--- src/hw/rtl/one_wire_tick_program_sequencer_defines.svh ---
// Assertion macros shared by the tick program sequencer RTL.
// Depends on nothing; included by the files that carry assertions.
`ifndef ONE_WIRE_TICK_PROGRAM_SEQUENCER_DEFINES_SVH
`define ONE_WIRE_TICK_PROGRAM_SEQUENCER_DEFINES_SVH
`ifndef ASSERT_OFF
// Checked at every clock edge except while reset is high.
`define OWTPS_ASSERT(lbl, clk, rst, prop, msg) \
   lbl: assert property (@(posedge clk) disable iff (rst) prop) else $error(msg);
// Checked at every clock edge, reset included.
`define OWTPS_ASSERT_ALWAYS(lbl, clk, prop, msg) \
   lbl: assert property (@(posedge clk) prop) else $error(msg);
`else
`define OWTPS_ASSERT(lbl, clk, rst, prop, msg)
`define OWTPS_ASSERT_ALWAYS(lbl, clk, prop, msg)
`endif
`endif

--- src/hw/rtl/owtps_pkg.sv ---
// Package of the tick program sequencer: codes, modes, command and status types.
// Depends on nothing; used by the queue, front, back and top-level modules.
`timescale 1ns / 1ps
`default_nettype none
package owtps_pkg;

   localparam int PROG_DEPTH_DEF  = 256;
   localparam int QUEUE_DEPTH_DEF = 2;
   localparam int ADDR_W          = 8;
   localparam int BYTE_W          = 8;
   localparam int TICKS_W         = 16;

   // Instruction modes held in the mode byte.
   localparam logic [BYTE_W-1:0] MODE_END     = 8'h00;
   localparam logic [BYTE_W-1:0] MODE_PULL    = 8'h01;
   localparam logic [BYTE_W-1:0] MODE_RELEASE = 8'h02;
   localparam logic [BYTE_W-1:0] MODE_SAMPLE  = 8'h03;

   localparam logic [TICKS_W-1:0] COUNT_MAX = 16'hFFFF;

   typedef enum logic [1:0] {
      OP_WRITE = 2'd0,
      OP_START = 2'd1,
      OP_TICK  = 2'd2,
      OP_NOP   = 2'd3
   } op_type;

   typedef enum logic [1:0] {
      BK_EXEC,
      BK_FETCH_MODE,
      BK_FETCH_HI,
      BK_FETCH_LO
   } back_state_type;

   // A classified command as it sits in the queue.
   typedef struct packed {
      op_type              op;
      logic                wr_ok;
      logic [ADDR_W-1:0]   addr;
      logic [BYTE_W-1:0]   data;
      logic                level;
   } cmd_type;

   typedef struct packed {
      logic fetching;
      logic running;
   } back_stat_type;

endpackage
`default_nettype wire

--- src/hw/rtl/owtps_if.sv ---
// Handshake interfaces of the tick program sequencer: request and response channels.
// Depends on nothing; used by the front, back and top-level modules.
`timescale 1ns / 1ps
`default_nettype none
interface owtps_req_if;
   logic       valid;
   logic       ready;
   logic [1:0] opcode;
   logic [7:0] address;
   logic [7:0] data;
   logic       line_level;

   modport source (output valid, opcode, address, data, line_level, input ready);
   modport sink   (input valid, opcode, address, data, line_level, output ready);
endinterface

interface owtps_rsp_if;
   logic valid;
   logic ready;
   logic line_released;
   logic busy_res;
   logic finished;
   logic presence;

   modport source (output valid, line_released, busy_res, finished, presence, input ready);
   modport sink   (input valid, line_released, busy_res, finished, presence, output ready);
endinterface
`default_nettype wire

--- src/hw/rtl/owtps_queue.sv ---
// Small command queue between the front and the back of the sequencer.
// Depends on owtps_pkg for the command type.
`timescale 1ns / 1ps
`default_nettype none
module owtps_queue
   import owtps_pkg::*;
#(
   parameter int DEPTH = QUEUE_DEPTH_DEF
) (
   input  wire logic                       clock,
   input  wire logic                       reset,
   input  wire logic                       push,
   input  wire cmd_type                    push_cmd,
   input  wire logic                       pop,
   output      cmd_type                    pop_cmd,
   output      logic                       full,
   output      logic                       empty,
   output      logic [$clog2(DEPTH+1)-1:0] count
);

   localparam int PW = (DEPTH > 1) ? $clog2(DEPTH) : 1;
   localparam int CW = $clog2(DEPTH+1);

   cmd_type         entry_ff [DEPTH];
   logic [PW-1:0]   wr_ptr_ff, wr_ptr_in;
   logic [PW-1:0]   rd_ptr_ff, rd_ptr_in;
   logic [CW-1:0]   count_ff, count_in;

   always_comb begin
      wr_ptr_in = wr_ptr_ff;
      rd_ptr_in = rd_ptr_ff;
      count_in  = count_ff;
      if (push) begin
         wr_ptr_in = (wr_ptr_ff == PW'(DEPTH-1)) ? '0 : wr_ptr_ff + 1'b1;
      end
      if (pop) begin
         rd_ptr_in = (rd_ptr_ff == PW'(DEPTH-1)) ? '0 : rd_ptr_ff + 1'b1;
      end
      if (push && !pop) begin
         count_in = count_ff + 1'b1;
      end else if (pop && !push) begin
         count_in = count_ff - 1'b1;
      end
   end

   always_ff @(posedge clock) begin
      if (reset) begin
         wr_ptr_ff <= '0;
         rd_ptr_ff <= '0;
         count_ff  <= '0;
      end else begin
         wr_ptr_ff <= wr_ptr_in;
         rd_ptr_ff <= rd_ptr_in;
         count_ff  <= count_in;
      end
   end

   always_ff @(posedge clock) begin
      if (push) begin
         entry_ff[wr_ptr_ff] <= push_cmd;
      end
   end

   assign pop_cmd = entry_ff[rd_ptr_ff];
   assign full    = (count_ff == CW'(DEPTH));
   assign empty   = (count_ff == '0);
   assign count   = count_ff;

endmodule
`default_nettype wire

--- src/hw/rtl/owtps_front.sv ---
// Front of the sequencer: takes request transactions and classifies them into commands.
// Depends on owtps_pkg and the request interface in owtps_if.sv.
`timescale 1ns / 1ps
`default_nettype none
module owtps_front
   import owtps_pkg::*;
#(
   parameter int PROGRAM_DEPTH = PROG_DEPTH_DEF
) (
   owtps_req_if.sink     req_chan,
   input  wire logic     queue_full,
   output      logic     push,
   output      cmd_type  push_cmd
);

   logic [11:0] start_rem;

   // Start address modulo the program depth: four restoring subtract steps cover
   // every 8-bit address for depths of sixteen and above.
   always_comb begin
      start_rem = {4'b0, req_chan.address};
      for (int k = 3; k >= 0; k--) begin
         if (start_rem >= (12'(PROGRAM_DEPTH) << k)) begin
            start_rem = start_rem - (12'(PROGRAM_DEPTH) << k);
         end
      end
   end

   always_comb begin
      push_cmd.op    = op_type'(req_chan.opcode);
      push_cmd.wr_ok = ({1'b0, req_chan.address} < 9'(PROGRAM_DEPTH));
      push_cmd.data  = req_chan.data;
      push_cmd.level = req_chan.line_level;
      if (push_cmd.op == OP_START) begin
         push_cmd.addr = start_rem[ADDR_W-1:0];
      end else begin
         push_cmd.addr = req_chan.address;
      end
   end

   assign req_chan.ready = !queue_full;
   assign push           = req_chan.valid && !queue_full;

endmodule
`default_nettype wire

--- src/hw/rtl/owtps_back.sv ---
// Back of the sequencer: program store, instruction fetch, tick execution, response register.
// Depends on owtps_pkg and the response interface in owtps_if.sv.
`timescale 1ns / 1ps
`default_nettype none
module owtps_back
   import owtps_pkg::*;
#(
   parameter int PROGRAM_DEPTH = PROG_DEPTH_DEF
) (
   input  wire logic           clock,
   input  wire logic           reset,
   input  wire logic           cmd_valid,
   input  wire cmd_type        cmd,
   output      logic           cmd_pop,
   owtps_rsp_if.source         rsp_chan,
   output      back_stat_type  stat
);

   localparam int AW = $clog2(PROGRAM_DEPTH);

   logic [BYTE_W-1:0]  prog_mem [PROGRAM_DEPTH];
   logic [BYTE_W-1:0]  rd_data_ff;

   back_state_type     state_ff, state_in;
   logic [AW-1:0]      ptr_ff, ptr_in, ptr_next;
   logic               running_ff, running_in;
   logic               loaded_ff, loaded_in;
   logic [BYTE_W-1:0]  mode_ff, mode_in;
   logic [TICKS_W-1:0] ticks_ff, ticks_in, ticks_dec;
   logic [TICKS_W-1:0] low_ff, low_in;
   logic [TICKS_W-1:0] high_ff, high_in;
   logic               line_ff, line_in;
   logic               result_ff, result_in;

   logic rsp_valid_ff, rsp_valid_in;
   logic rsp_line_ff, rsp_busy_ff, rsp_fin_ff, rsp_pres_ff;

   logic out_free, take, emit, done, rd_en, wr_en;

   assign out_free  = !rsp_valid_ff || rsp_chan.ready;
   assign take      = (state_ff == BK_EXEC) && cmd_valid && out_free;
   assign ptr_next  = (ptr_ff == AW'(PROGRAM_DEPTH-1)) ? '0 : ptr_ff + 1'b1;
   assign ticks_dec = ticks_ff - 1'b1;

   // Next state.
   always_comb begin
      state_in = state_ff;
      case (state_ff)
         BK_EXEC: begin
            if (take && cmd.op == OP_TICK && running_ff && !loaded_ff) begin
               state_in = BK_FETCH_MODE;
            end
         end
         BK_FETCH_MODE: state_in = BK_FETCH_HI;
         BK_FETCH_HI:   state_in = BK_FETCH_LO;
         BK_FETCH_LO: begin
            if (out_free) begin
               state_in = BK_EXEC;
            end
         end
         default: state_in = BK_EXEC;
      endcase
   end

   // Datapath and outputs.
   always_comb begin
      ptr_in     = ptr_ff;
      running_in = running_ff;
      loaded_in  = loaded_ff;
      mode_in    = mode_ff;
      ticks_in   = ticks_ff;
      low_in     = low_ff;
      high_in    = high_ff;
      line_in    = line_ff;
      result_in  = result_ff;
      emit       = 1'b0;
      done       = 1'b0;
      rd_en      = 1'b0;
      wr_en      = 1'b0;
      case (state_ff)
         BK_EXEC: begin
            if (take) begin
               case (cmd.op)
                  OP_WRITE: begin
                     wr_en = cmd.wr_ok;
                     emit  = 1'b1;
                  end
                  OP_START: begin
                     ptr_in     = cmd.addr[AW-1:0];
                     running_in = 1'b1;
                     loaded_in  = 1'b0;
                     emit       = 1'b1;
                  end
                  OP_TICK: begin
                     if (!running_ff) begin
                        emit = 1'b1;
                     end else if (!loaded_ff) begin
                        rd_en  = 1'b1;
                        ptr_in = ptr_next;
                     end else begin
                        emit = 1'b1;
                        case (mode_ff)
                           MODE_END: begin
                              result_in  = (high_ff > low_ff);
                              running_in = 1'b0;
                              done       = 1'b1;
                           end
                           MODE_PULL:    line_in = 1'b0;
                           MODE_RELEASE: line_in = 1'b1;
                           MODE_SAMPLE: begin
                              line_in = 1'b1;
                              if (!cmd.level) begin
                                 if (low_ff != COUNT_MAX) low_in = low_ff + 1'b1;
                              end else begin
                                 if (high_ff != COUNT_MAX) high_in = high_ff + 1'b1;
                              end
                           end
                           default: ;
                        endcase
                        ticks_in  = ticks_dec;
                        loaded_in = !((ticks_dec == '0) || done);
                     end
                  end
                  default: emit = 1'b1;
               endcase
            end
         end
         BK_FETCH_MODE: begin
            mode_in = rd_data_ff;
            rd_en   = 1'b1;
            ptr_in  = ptr_next;
         end
         BK_FETCH_HI: begin
            ticks_in = {rd_data_ff, ticks_ff[BYTE_W-1:0]};
            rd_en    = 1'b1;
            ptr_in   = ptr_next;
         end
         BK_FETCH_LO: begin
            if (out_free) begin
               ticks_in  = {ticks_ff[TICKS_W-1:BYTE_W], rd_data_ff};
               loaded_in = 1'b1;
               emit      = 1'b1;
               if (mode_ff == MODE_SAMPLE) begin
                  low_in  = '0;
                  high_in = '0;
               end
            end
         end
         default: ;
      endcase
   end

   assign rsp_valid_in = emit ? 1'b1 : (rsp_chan.ready ? 1'b0 : rsp_valid_ff);

   always_ff @(posedge clock) begin
      if (reset) begin
         state_ff     <= BK_EXEC;
         ptr_ff       <= '0;
         running_ff   <= 1'b0;
         loaded_ff    <= 1'b0;
         mode_ff      <= '0;
         ticks_ff     <= '0;
         low_ff       <= '0;
         high_ff      <= '0;
         line_ff      <= 1'b1;
         result_ff    <= 1'b0;
         rsp_valid_ff <= 1'b0;
      end else begin
         state_ff     <= state_in;
         ptr_ff       <= ptr_in;
         running_ff   <= running_in;
         loaded_ff    <= loaded_in;
         mode_ff      <= mode_in;
         ticks_ff     <= ticks_in;
         low_ff       <= low_in;
         high_ff      <= high_in;
         line_ff      <= line_in;
         result_ff    <= result_in;
         rsp_valid_ff <= rsp_valid_in;
      end
   end

   always_ff @(posedge clock) begin
      if (emit) begin
         rsp_line_ff <= line_in;
         rsp_busy_ff <= running_in;
         rsp_fin_ff  <= done;
         rsp_pres_ff <= result_in;
      end
   end

   // Program store: one write port, one read port with registered data.
   always_ff @(posedge clock) begin
      if (wr_en) begin
         prog_mem[cmd.addr[AW-1:0]] <= cmd.data;
      end
      if (rd_en) begin
         rd_data_ff <= prog_mem[ptr_ff];
      end
   end

   assign cmd_pop                = take;
   assign rsp_chan.valid         = rsp_valid_ff;
   assign rsp_chan.line_released = rsp_line_ff;
   assign rsp_chan.busy_res      = rsp_busy_ff;
   assign rsp_chan.finished      = rsp_fin_ff;
   assign rsp_chan.presence      = rsp_pres_ff;
   assign stat.fetching          = (state_ff != BK_EXEC);
   assign stat.running           = running_ff;

endmodule
`default_nettype wire

--- src/hw/rtl/one_wire_tick_program_sequencer.sv ---
// Top level of the tick program sequencer: front, command queue and back joined up.
// Depends on owtps_pkg, owtps_if.sv, owtps_queue, owtps_front, owtps_back and the defines header.
`timescale 1ns / 1ps
`default_nettype none
`include "one_wire_tick_program_sequencer_defines.svh"
// The sequencer runs a byte program that drives and samples a single bus line, one timer
// tick at a time, and answers every request transaction with exactly one response
// transaction carrying the line drive, the busy flag, a finished pulse and the last
// presence result. Each instruction is three bytes: mode, then a 16-bit tick count high
// byte first. The front takes a request transaction in every cycle while the command queue
// has room, so requests keep flowing while a response waits to be taken. In the back, a
// write, a start, a no-operation, a tick while idle and an executing tick need no fetch;
// the tick that fetches the next instruction passes the mode, high and low fetch states
// that take in three reads of the program store, whose read data is registered. The program store
// is not cleared at reset: a fetch from a byte that was never written returns unspecified
// values, so a program must be written before it is started.
module one_wire_tick_program_sequencer
   import owtps_pkg::*;
#(
   parameter int PROGRAM_DEPTH = PROG_DEPTH_DEF,
   parameter int QUEUE_DEPTH   = QUEUE_DEPTH_DEF
) (
   input  wire logic      clock,
   input  wire logic      reset,
   owtps_req_if.sink      req_chan,
   owtps_rsp_if.source    rsp_chan
);

   localparam int QCW = $clog2(QUEUE_DEPTH+1);

   cmd_type        push_cmd, pop_cmd;
   logic           push, pop;
   logic           q_full, q_empty;
   logic [QCW-1:0] q_count;
   back_stat_type  back_stat;

   // The front decodes each transaction and reduces a start address to the store depth.
   owtps_front #(
      .PROGRAM_DEPTH (PROGRAM_DEPTH)
   ) u_front (
      .req_chan   (req_chan),
      .queue_full (q_full),
      .push       (push),
      .push_cmd   (push_cmd)
   );

   // The queue lets the front carry on while the back is fetching or the response stalls.
   owtps_queue #(
      .DEPTH (QUEUE_DEPTH)
   ) u_queue (
      .clock    (clock),
      .reset    (reset),
      .push     (push),
      .push_cmd (push_cmd),
      .pop      (pop),
      .pop_cmd  (pop_cmd),
      .full     (q_full),
      .empty    (q_empty),
      .count    (q_count)
   );

   // The back executes commands in order and owns the program store and all run state.
   owtps_back #(
      .PROGRAM_DEPTH (PROGRAM_DEPTH)
   ) u_back (
      .clock     (clock),
      .reset     (reset),
      .cmd_valid (!q_empty),
      .cmd       (pop_cmd),
      .cmd_pop   (pop),
      .rsp_chan  (rsp_chan),
      .stat      (back_stat)
   );

   // The queue never holds more than its depth.
   `OWTPS_ASSERT(a_queue_bound, clock, reset, q_count <= QCW'(QUEUE_DEPTH), "queue overfilled")
   // A run that reports finished is no longer busy in the same transaction.
   `OWTPS_ASSERT(a_fin_idle, clock, reset, (rsp_chan.valid && rsp_chan.finished) |-> !rsp_chan.busy_res, "finished while busy")
   // An instruction fetch only happens inside a running program.
   `OWTPS_ASSERT(a_fetch_run, clock, reset, back_stat.fetching |-> back_stat.running, "fetch while not running")
   // Nothing is queued and nothing is offered in the cycle after a reset cycle.
   `OWTPS_ASSERT_ALWAYS(a_reset_clean, clock, reset |=> (q_count == '0 && !rsp_chan.valid), "state left after reset")

endmodule
`default_nettype wire

--- src/flat_wrapper.sv ---
// flat-port wrapper written by rule: the top's interface ports become plain ports
module one_wire_tick_program_sequencer_flat import owtps_pkg::*;
#(
   parameter int PROGRAM_DEPTH = PROG_DEPTH_DEF,
   parameter int QUEUE_DEPTH   = QUEUE_DEPTH_DEF
)
  (clock, reset, req_chan_valid, req_chan_opcode, req_chan_address, req_chan_data, req_chan_line_level, req_chan_ready, rsp_chan_valid, rsp_chan_line_released, rsp_chan_busy_res, rsp_chan_finished, rsp_chan_presence, rsp_chan_ready);
  owtps_req_if req_chan_i ();
  owtps_rsp_if rsp_chan_i ();
  input  wire logic clock;
  input  wire logic reset;
  input wire logic [$bits(req_chan_i.valid)-1:0] req_chan_valid;
  input wire logic [$bits(req_chan_i.opcode)-1:0] req_chan_opcode;
  input wire logic [$bits(req_chan_i.address)-1:0] req_chan_address;
  input wire logic [$bits(req_chan_i.data)-1:0] req_chan_data;
  input wire logic [$bits(req_chan_i.line_level)-1:0] req_chan_line_level;
  output wire logic [$bits(req_chan_i.ready)-1:0] req_chan_ready;
  output wire logic [$bits(rsp_chan_i.valid)-1:0] rsp_chan_valid;
  output wire logic [$bits(rsp_chan_i.line_released)-1:0] rsp_chan_line_released;
  output wire logic [$bits(rsp_chan_i.busy_res)-1:0] rsp_chan_busy_res;
  output wire logic [$bits(rsp_chan_i.finished)-1:0] rsp_chan_finished;
  output wire logic [$bits(rsp_chan_i.presence)-1:0] rsp_chan_presence;
  input wire logic [$bits(rsp_chan_i.ready)-1:0] rsp_chan_ready;
  assign req_chan_i.valid = req_chan_valid;
  assign req_chan_i.opcode = req_chan_opcode;
  assign req_chan_i.address = req_chan_address;
  assign req_chan_i.data = req_chan_data;
  assign req_chan_i.line_level = req_chan_line_level;
  assign req_chan_ready = req_chan_i.ready;
  assign rsp_chan_valid = rsp_chan_i.valid;
  assign rsp_chan_line_released = rsp_chan_i.line_released;
  assign rsp_chan_busy_res = rsp_chan_i.busy_res;
  assign rsp_chan_finished = rsp_chan_i.finished;
  assign rsp_chan_presence = rsp_chan_i.presence;
  assign rsp_chan_i.ready = rsp_chan_ready;
  one_wire_tick_program_sequencer #(.PROGRAM_DEPTH(PROGRAM_DEPTH), .QUEUE_DEPTH(QUEUE_DEPTH)) u_core (.clock(clock), .reset(reset), .req_chan(req_chan_i), .rsp_chan(rsp_chan_i));
endmodule
--- config.mk ---
export PLATFORM = sky130hd
export DESIGN_NAME = one_wire_tick_program_sequencer_flat
export DESIGN_NICKNAME = d
export VERILOG_FILES = /design/src/hw/rtl/owtps_pkg.sv /design/src/hw/rtl/owtps_if.sv /design/src/hw/rtl/owtps_queue.sv /design/src/hw/rtl/owtps_front.sv /design/src/hw/rtl/owtps_back.sv /design/src/hw/rtl/one_wire_tick_program_sequencer.sv /design/src/flat_wrapper.sv
export VERILOG_INCLUDE_DIRS = /design/src /design/src/hw/rtl
export SDC_FILE = /design/constraint.sdc
export NUM_CORES = 2
export LEC_CHECK = 0
export ABC_AREA = 0
export BUFFER_PORTS_ARGS = -buffer_cell sky130_fd_sc_hd__buf_4
export CORE_UTILIZATION = 50
export CTS_BUF_LIST = sky130_fd_sc_hd__clkbuf_8
export DETAILED_ROUTE_END_ITERATION = 7
export PLACE_DENSITY = 0.73
export RECOVER_POWER = 50
export SYNTH_ARGS = -nofsm -noshare
export SYNTH_HDL_FRONTEND = slang
export SYNTH_HIERARCHICAL = 1
export SYNTH_SLANG_ARGS = --single-unit
--- constraint.sdc ---
create_clock -name clock -period 5 [get_ports clock]
set_input_delay 0.75 -clock clock [delete_from_list [all_inputs] [get_ports clock]]
set_output_delay 0.75 -clock clock [all_outputs]
set_load 0.005 [all_outputs]
==> results.toml <==
[place]
dp_hpwl_um = 136600
pre_cts_slack_ns = 0.7918
place_area_um2 = 89950
portBuffers = 28
place_congestion = 0.9254

[sta]
clock_skew_ns = 0.06940
finalSetupViolCount = 0
slew_violations = 680
hold_violations = 0
tns_ns = 0
fmax_ghz = 0.2270
layout_min_cycle_time_ns = 4.405
rsz0062_at_grt = "no"
slew_headroom_pct = -40.58
tightest_slew_ns = 2.109
layout_setup_ws_ns = 0.5953
period_share_pct = 88.09

[cts]
root_buffer = "clkbuf_8"
clock-sinks = 2176
clkTransAtPathRegs_ns = 0.06
cts_tree = "yes"
clk_path_buf_depth = 4
clk_latency_ns = 1.05
cts_made_buffers = 345
htreeDepth = 5

[yosys]
synth_fp_nets = 4420
synth.cell_area_um2 = 85960
avgSynthCellArea_um2 = 19.68
syn_inst = 4368
yosys_warnings = 6

[critical_path]
path_max_fanout = 41
crit_chain = "buf_12, nor2b_1, a2111oi_0, o21ai_0, o311ai_0, buf_4, nor4_1, o311ai_0"
critPathCaptureType = "flop"
crit_top_cell = "o311ai_0"
cpPeakStageDelay_ns = 0.99
crit_slowest_cell = "dfxtp_4"
r2r-start = "u_core/u_back/ptr_ff[0]"
path_class = "flop to flop"
cp.required_ns = 5.74
start_kind = "flop"
cp-startpoint = "u_core/u_back/ptr_ff[0]"
cp.arrival_ns = 5.15

[detailed_routing]
drc = 0
final_antenna_net_count = 0
firstDrtPassIters = 5
drtIter0Drc = 6989
wl_um = 225800
post_drt_wl_per_cell_um = 31.37
vias_per_cell = 6.501
vias = 46804

[floorplanning]
core_region_area_um2 = 170000
initial_utilization_pct = 50.55
die_h_um = 416.6
io_pins = 29
die_area_um2 = 173600
die_width_um = 416.6
num_rows = 151

[global_route]
grt_pass1_vias = 45877
overflow = 0
grt_max_degree = 151
antenna_found_initial = 6
grt_pass1_wl_um = 323600
grt_use_total_pct = 26.03

[job]
maxCapViolCount = 11

[status]
violations = "max-capacitance violations, max-slew violations"
outcome = "finished with violations"

[cells_and_area]
design_area_um2 = 96180
fin_nets = 4790
synthToLayoutAreaGrowth_pct = 11.89
final_layout_size_suffix_gt1_share_pct = 25.08

[power_and_ir_drop]
vdd_drop_max_uv = 332.9
power.density_nw_per_um2 = 490.4
p_leak_nw = 29.87

[worst_hold_path]
hold_path.class = "input pin to flop"
min-delay-start = "req_chan_valid"
==> metal layers <==
layer  vias to the layer above  global-route usage, %  share of wire [%]
li1                      18718                      -                  -
met1                     24091                  36.32                 37
met2                      3423                  38.94                 46
met3                       570                  6.762                 13
met4                         2                  11.44                4.5
met5                         -                      0             0.0071
==> path summary, 6_finish.rpt <==
| check | end | slack, ns | depth (start not counted) |
|---|---|---|---|
| max reg2reg | u_core/u_back/rd_data_ff[2] | 0.60 | 8 |
| min reg2reg | u_core/u_back/mode_ff[4] | 0.50 | 2 |
| max | u_core/u_back/rd_data_ff[2] | 0.60 | 8 |
| min | u_core/u_queue/wr_ptr_ff | 0.21 | 4 |
==> final cells by class <==
class | instances | area (µm²)
Clock buffer | 355 | 4886
Fill cell | 12292 | 73860
Inverter | 38 | 143.9
Sequential cell | 2176 | 64600
Clock inverter | 231 | 1334
Multi-Input combinational cell | 1887 | 20080
Tap cell | 2218 | 2775
Timing Repair Buffer | 290 | 2352
Antenna cell | 4 | 10.01
==> power by group <==
part | total, mW | switching, mW | internal [mW]
Clock | 14.0 | 6.71 | 7.29
Sequential | 22.1 | 0.351 | 21.8
Combinational | 11.1 | 7.15 | 3.91
==> registers in the layout (all words and copies together) (netlist names), named ones only <==
signal and count:
u_core/u_back/line_ff 1, u_core/u_queue/wr_ptr_ff 1, u_core/u_back/ticks_ff 16, u_core/u_back/rsp_chan.valid 1, u_core/u_back/state_ff 2, u_core/u_back/ptr_ff 8, u_core/u_back/running_ff 1, u_core/u_back/rsp_chan.presence 1
u_core/u_queue/entry_ff 40, u_core/u_back/mode_ff 8, u_core/u_back/loaded_ff 1, u_core/u_back/rd_data_ff 8, u_core/u_back/high_ff 16, u_core/u_back/prog_mem 2048, u_core/u_queue/count 2, u_core/u_back/low_ff 16
u_core/u_back/rsp_chan.finished 1, u_core/u_queue/rd_ptr_ff 1, u_core/u_back/rsp_chan.busy_res 1, u_core/u_back/result_ff 1, u_core/u_back/rsp_chan.line_released 1
==> cells in the final DEF (no fill, tap or decap), types with 20 or more instances in the layout <==
cell	count
nand3_1	41
a211oi_1	30
buf_4	207
nand2_1	117
clkinv_2	50
a22oi_1	74
clkbuf_1	24
o21ai_0	78
mux4_2	517
clkinv_1	65
o22ai_1	35
nor3_1	45
dlygate4sd3_1	20
edfxtp_1	2100
nor2b_1	30
a21oi_1	72
a31oi_1	21
ha_1	29
inv_1	129
nor2_1	384
clkbuf_8	355
dfxtp_1	70
mux2i_1	102
==> worst max-delay path, delay by kind of cell, from the launching register on <==
kind            cells  cell delay (ns)
flops               1             0.99
simple gates        2             1.45
buf+inv             2             0.62
compound gates      4             0.98
==> through the flow <==
step	util [%]	cells	total power, mW	hold slack, ns
2_1_floorplan	-	4368	28.90	0.4496
3_3_place_gp	52.90	6589	33.19	0.4563
3_5_place_dp	52.90	6589	33.35	0.4803
4_1_cts	56.67	7195	47.19	0.1188
5_1_grt	56.56	7196	48.43	0.2045
6_report	56.56	7199	47.17	0.2097
==> timing repair <==
item,4_1_cts,5_1_grt
endpoints found under the hold margin,39,0
hold buffers,20,0
gates resized for setup,0,0
setup buffers,0,0
Power figures use the tool's default switching activity.
